**config.mk**
```make
export PLATFORM = sky130hd
export DESIGN_NAME = flba_ctrl
export DESIGN_NICKNAME = d
export VERILOG_FILES = /design/src/flba_pkg.sv /design/src/flba_ctrl.sv
export SDC_FILE = /design/constraint.sdc
export NUM_CORES = 1
export LEC_CHECK = 0
export BUFFER_PORTS_ARGS = -buffer_cell sky130_fd_sc_hd__clkbuf_2
export CELL_PAD_IN_SITES_DETAIL_PLACEMENT = 0
export CELL_PAD_IN_SITES_GLOBAL_PLACEMENT = 1
export CORE_MARGIN = 2
export CORE_UTILIZATION = 33
export DETAILED_ROUTE_END_ITERATION = 12
export PLACE_DENSITY = 0.76
export RECOVER_POWER = 100
export SETUP_SLACK_MARGIN = 0.15
export SYNTH_ARGS = -nofsm -noshare
export SYNTH_HDL_FRONTEND = slang
export SYNTH_SLANG_ARGS = --single-unit
```
**constraint.sdc**
```tcl
create_clock -name clk -period 2.09 [get_ports clk]
set_input_delay 0.1045 -clock clk [delete_from_list [all_inputs] [get_ports clk]]
set_output_delay 0.1045 -clock clk [all_outputs]
set_load 0.03 [all_outputs]
```
**src/flba_pkg.sv**
```systemverilog
package flba_pkg;

    localparam int FIRST_BLOCK = 2;
    localparam int NEED_W      = 13;
    localparam int CMP_W       = 17;
    localparam int IN_W        = 40;
    localparam int OUT_W       = 40;

    typedef enum logic [1:0] {
        OP_ALLOC   = 2'd0,
        OP_FREE    = 2'd1,
        OP_QUERY   = 2'd2,
        OP_REBUILD = 2'd3
    } opcode_t;

    typedef enum logic [0:0] {
        REG_FIT_MODE    = 1'b0,
        REG_ARENA_BYTES = 1'b1
    } reg_index_t;

    typedef enum logic [3:0] {
        S_INIT,
        S_IDLE,
        S_DEC,
        S_RD,
        S_EV,
        S_POST,
        S_SPLIT_HI,
        S_SPLIT_LO,
        S_MARK,
        S_MRD,
        S_MEV,
        S_RESP
    } state_t;

    typedef struct packed {
        logic load;
        logic rebuild;
        logic walk_start;
        logic step;
        logic split_hi;
        logic split_lo;
        logic mark;
        logic merge_step;
        logic result_load;
    } cmd_t;

    typedef struct packed {
        opcode_t op;
        logic    req_zero;
        logic    addr_ok;
        logic    walk_done;
        logic    merge_done;
        logic    found;
        logic    hit;
        logic    hit_free;
        logic    out_busy;
    } sts_t;

endpackage

```
**src/flba_ctrl.sv**
```systemverilog
module flba_ctrl (
    input  logic            clk,
    input  logic            rst_n,
    input  logic            s_tvalid,
    output logic            s_tready,
    input  flba_pkg::sts_t  sts,
    output flba_pkg::cmd_t  cmd
);
    import flba_pkg::*;

    state_t state_reg;
    state_t state_next;

    always_ff @(posedge clk or negedge rst_n)
    begin
        if (!rst_n)
        begin
            state_reg <= S_INIT;
        end
        else
        begin
            state_reg <= state_next;
        end
    end

    always_comb
    begin
        cmd        = '0;
        state_next = state_reg;
        s_tready   = (state_reg == S_IDLE);
        case (state_reg)
            S_INIT:
            begin
                cmd.rebuild = 1'b1;
                state_next  = S_IDLE;
            end
            S_IDLE:
            begin
                if (s_tvalid)
                begin
                    cmd.load   = 1'b1;
                    state_next = S_DEC;
                end
            end
            S_DEC:
            begin
                case (sts.op)
                    OP_REBUILD:
                    begin
                        cmd.rebuild = 1'b1;
                        state_next  = S_RESP;
                    end
                    OP_ALLOC:
                    begin
                        if (sts.req_zero)
                        begin
                            state_next = S_RESP;
                        end
                        else
                        begin
                            cmd.walk_start = 1'b1;
                            state_next     = S_RD;
                        end
                    end
                    default:
                    begin
                        if (sts.addr_ok)
                        begin
                            cmd.walk_start = 1'b1;
                            state_next     = S_RD;
                        end
                        else
                        begin
                            state_next = S_RESP;
                        end
                    end
                endcase
            end
            S_RD:
            begin
                state_next = S_EV;
            end
            S_EV:
            begin
                cmd.step   = 1'b1;
                state_next = sts.walk_done ? S_POST : S_RD;
            end
            S_POST:
            begin
                case (sts.op)
                    OP_ALLOC:
                    begin
                        state_next = sts.found ? S_SPLIT_HI : S_RESP;
                    end
                    OP_FREE:
                    begin
                        state_next = (sts.hit && !sts.hit_free) ? S_MARK : S_RESP;
                    end
                    default:
                    begin
                        state_next = S_RESP;
                    end
                endcase
            end
            S_SPLIT_HI:
            begin
                cmd.split_hi = 1'b1;
                state_next   = S_SPLIT_LO;
            end
            S_SPLIT_LO:
            begin
                cmd.split_lo = 1'b1;
                state_next   = S_RESP;
            end
            S_MARK:
            begin
                cmd.mark       = 1'b1;
                cmd.walk_start = 1'b1;
                state_next     = S_MRD;
            end
            S_MRD:
            begin
                state_next = S_MEV;
            end
            S_MEV:
            begin
                cmd.merge_step = 1'b1;
                state_next     = sts.merge_done ? S_RESP : S_MRD;
            end
            S_RESP:
            begin
                if (!sts.out_busy)
                begin
                    cmd.result_load = 1'b1;
                    state_next      = S_IDLE;
                end
            end
            default:
            begin
                state_next = S_IDLE;
            end
        endcase
    end

`ifndef SYNTHESIS
    a_one_write: assert property (@(posedge clk) disable iff (!rst_n)
        $onehot0({cmd.rebuild, cmd.split_hi, cmd.split_lo, cmd.mark, cmd.merge_step}))
        else $error("two store writes requested at once");
    a_split_pair: assert property (@(posedge clk) disable iff (!rst_n)
        cmd.split_hi |=> cmd.split_lo)
        else $error("split did not write its low part");
    a_load_idle: assert property (@(posedge clk) disable iff (!rst_n)
        cmd.load |=> (state_reg == S_DEC))
        else $error("accepted transaction not decoded");
`endif

endmodule

```
# --- Yosys cells after proc, flatten, opt, wreduce, memory -nomap -nowiden ---
# Cells that the tools add are included.
# Widths: inputs -> output; s select.
word_totals:
  mem_count: 0
  input_bits: 13
  register_bits: 4
  latchBits: 0
  romBits: 0
  ramBits: 0
  output_inout_bits: 10
classes:
  bitwise_logic: 0
  mux: 26
  mul: 0
  magnitude_cmp: 0
  addsub: 0
  n_div: 0
  reduce_logical: 5
  n_eq_ne: 15
  shift: 0
ops:
  columns: ["op", "n"]
  rows:
  - ["$pmux 4 s11", 1]
  - ["$mux 4", 5]
  - ["$eq 4x3->1 const B", 4]
  - ["$eq 4x4->1 const B", 4]
  - ["$pmux 4 s2", 2]
  - ["$mux 1", 12]
  - ["$eq 4x2->1 const B", 2]
  - ["$pmux 1 s2", 3]
  - ["$eq 4x1->1 const B", 1]
  - ["$logic_not 4->1", 1]
  - ["$mux 2", 2]
  - ["$ne 2x2->1 const B", 2]
  - ["$mux 3", 1]
  - ["$eq 2x1->1 const B", 1]
  - ["$eq 2x2->1 const B", 1]
  - ["$logic_not 2->1", 1]
  - ["$reduce_and 2->1", 1]
  - ["$logic_and 1x1->1", 1]
  - ["$logic_not 1->1", 1]

# --- Longest topological paths before layout ---
logic_depth:
  ltp_word: 5
  mapped_depth: 6

# --- Worst setup path before layout ---
# OpenSTA, ideal clock, no wires.
synth_path:
  kind: "register to output"
  startpoint: "register state_reg[2]"
  endpoint: "output cmd[8] (netlist bit)"
  slack_ns: 0.337
  required_ns: 1.986
  n_path_buf: 1
  t_arrival_ns: 1.648
  stages_incl_launch_ff: 4
  path_cell_list: "dfrtp_1 -> buf_6 -> nor3_1 -> and2_1"
synth_rtl:
  columns: ["item", "line", "text"]
  rows:
  - ["start, declared", "flba_ctrl.sv:11", "state_t state_reg;"]
  - ["start signal, assigned", "flba_ctrl.sv:22", "state_reg <= state_next;"]
  - ["end, declared", "flba_ctrl.sv:7", "output flba_pkg::cmd_t cmd"]

==> results.yml <==
logic_synthesis:
  synth_nets: 85
  ys_types: 36
  yosys_warnings: 0
  ys_dominant_reg_cell: "dfrtp_1"
  synthTopCellsByCount: "nor2_1 (8), nand2_1 (7), nand2b_1 (5), nor3_1 (5)"
  seq_area_frac_synth_pct: 19.0
  yosys.area_share.simple_pct: 38.8
  netlist_instances: 68
  synthMuxAreaShare_pct: 1.90
  synth_adder_area_share_pct: 9.52
  synth-xor-area-share_pct: 0
  synthArstFlopShare_pct: 100
  yosysTopAreaCellShare_pct: 19.0
  synth_edf_count: 0
  synth_area_leader_cell: "dfrtp_1"
  syn_area_um2: 526
  synth_top_family_by_area: "simple AND/OR/NAND/NOR gates"
  synth_most_common_cell: "nor2_1"
  avgSynthCellArea_um2: 7.73
  synth_compound_area_share_pct: 20.7
  ys_seq_elements: 4
  synthTopCellsByArea: "dfrtp_1 (19%), ha_1 (9.5%), nand2b_1 (6.0%), nor2_1 (5.7%), nand2_1 (5.0%)"
die:
  initial_core_util_pct: 34.9
  core_um2: 1510
  ios: 23
  dieArea_um2: 1930
  rows: 14
  die_x_um: 43.9
  die_h_um: 43.9
timing:
  setup_viol: 0
  max-slew-margin-rel_pct: 69.0
  slew_violations: 0
  finalCriticalPeriod_ps: 1800
  setup_ws_ps: 292
  rsz0062_at_grt: "no"
  worst_pin_slew_ps: 465
  hold_viol: 0
  post-route-period-util_pct: 86.0
  skew_ps: 1.12
  fmax_mhz: 556
  tns_ps: 0
critical_path:
  cp_num_buf_inv: 1
  max_stage_delay_ps: 620
  cp_slowest_cell: "dfrtp_1"
  endpoint_kind: "output port"
  path_delay_family: "flip-flops"
  crit_type: "reg2out"
  cp_data_required_time_ps: 1990
  cp_max_fo: 16
  startpoint_type: "register"
  cp_data_arrival_time_ps: 1690
  path_cells: "nand2b_1 > nor3_1 > and2_1 > clkbuf_1"
power:
  p_int_w: 0.000374
  power_frac_comb_pct: 60.8
  power_density_nw_per_um2: 1340
  seqPwrFrac_pct: 27.9
  pwr-share-clk_pct: 11.3
  p_sw_w: 0.000481
  ir_drop_uv: 429
  p_leak_nw: 0.291
  swShare_pct: 56.3
  power.total_w: 0.000855
cells_and_area:
  largest_register_ffs: 4
  area_delta_synth_final_pct: 21.0
  drive_gt1_share_pct: 20.0
  final_area_um2: 636
  final_core_util_pct: 42.2
  num_antenna_cells: 0
  nets: 109
grt:
  grt_pass1_vias: 498
  grtUsageTotal_pct: 14.1
  grt_pass1_wl_mm: 2.02
  overflow: 0
  antenna_found_initial: 0
  grt_max_degree: 17
cts:
  cts_setup_buffers: 0
  cts_root_buffer: "clkbuf_4"
  cts_hold_buf: 1
  cts_tree: "done"
  clockBufferDepth: 2
  cts_sinks: 4
  cts-resized-gates: 0
  htree_levels: 1
  path_clk_slew_ps: 40
  numCtsBuffers: 3
  insertion_delay_ps: 230
run_status:
  status: "finished, final reports clean"
place:
  pre_cts_ws_ps: 450
  portBuffers: 22
  placed_cell_area_um2: 618
  gp_congestion: 0.728
  hpwl_um: 986
drt:
  firstDrtPassIters: 4
  routed_wirelength_mm: 1.24
  ant_nets: 0
  num_vias: 563
  drt_iter0_drc: 3
  drt-vias-per-instance: 5.31
  drc: 0
  wire_per_inst_um: 11.7
flow_run:
  cap_violations: 0
hold_path:
  hold_path.class: "in2reg"
power by group through the flow:
stage	sequential [W]	clock [W]	combinational (W)
2_1_floorplan	0.000145	0	0.000546
4_1_cts	0.000236	0.0000988	0.000540
3_5_place_dp	0.000237	0	0.000536
6_report	0.000239	0.0000963	0.000520
5_1_grt	0.000247	0.000106	0.000571
3_3_place_gp	0.000241	0	0.000535
layout by cell type, fill, tap and decap left out, types with 2 or more instances in the layout:
| cell type | instances |
|---|---|
| clkbuf_2 | 12 |
| clkbuf_1 | 10 |
| nor2_1 | 8 |
| nand2_1 | 7 |
| nand2b_1 | 6 |
| nor3_1 | 5 |
| ha_1 | 4 |
| dfrtp_1 | 4 |
| a21oi_1 | 3 |
| clkbuf_4 | 3 |
| inv_1 | 2 |
cell families (layout without fill, tap and decap cells):
group	after synthesis	in the layout
simple gates	36	36
buf+inv	8	30
mux	1	1
flops	4	4
fa+ha+maj	4	4
compound gates	15	15
routing by layer:
metal	up-vias	GRT usage (%)	share of wire [%]
li1	297	-	-
met1	246	19.5	48
met2	18	21.8	45
met3	2	2.50	4.9
met4	0	5.45	1.3
met5	-	0	0
through the flow:
| stage | hold WS [ps] | cells |
|---|---|---|
| 2_1_floorplan | -191 | 68 |
| 3_3_place_gp | -88.4 | 102 |
| 3_5_place_dp | -85.9 | 102 |
| 4_1_cts | 101 | 106 |
| 5_1_grt | 128 | 106 |
| 6_report | 102 | 106 |
cell type report:
| cell class | instances | area, um2 |
|---|---|---|
| Clock buffer | 3 | 22.5 |
| Tap cell | 16 | 20.0 |
| Multi-Input combinational cell | 56 | 370 |
| Timing Repair Buffer | 23 | 108 |
| Inverter | 4 | 15.0 |
| Fill cell | 175 | 871 |
| Sequential cell | 4 | 100 |
worst reg2reg max path, delay by kind of cell (launching register included):
family / cells / cell delay [ps]
simple gates: 3 / 500
compound gates: 1 / 310
flops: 1 / 500
worst paths after layout:
path,cells after the start,startpoint,slack (ps),endpoint
hold reg to reg,1,state_reg[3]$_DFFE_PN0P_,650,state_reg[2]$_DFFE_PN0P_
max in group asynchronous,2,rst_n,1690,state_reg[0]$_DFFE_PN0P_
setup reg to reg,4,state_reg[3]$_DFFE_PN0P_,650,state_reg[1]$_DFFE_PN0P_
min in group asynchronous,2,rst_n,220,state_reg[2]$_DFFE_PN0P_
hold / removal,3,sts[0],100,state_reg[1]$_DFFE_PN0P_
setup / recovery,4,state_reg[0]$_DFFE_PN0P_,290,cmd[8]
Power figures use the tool's default switching activity.
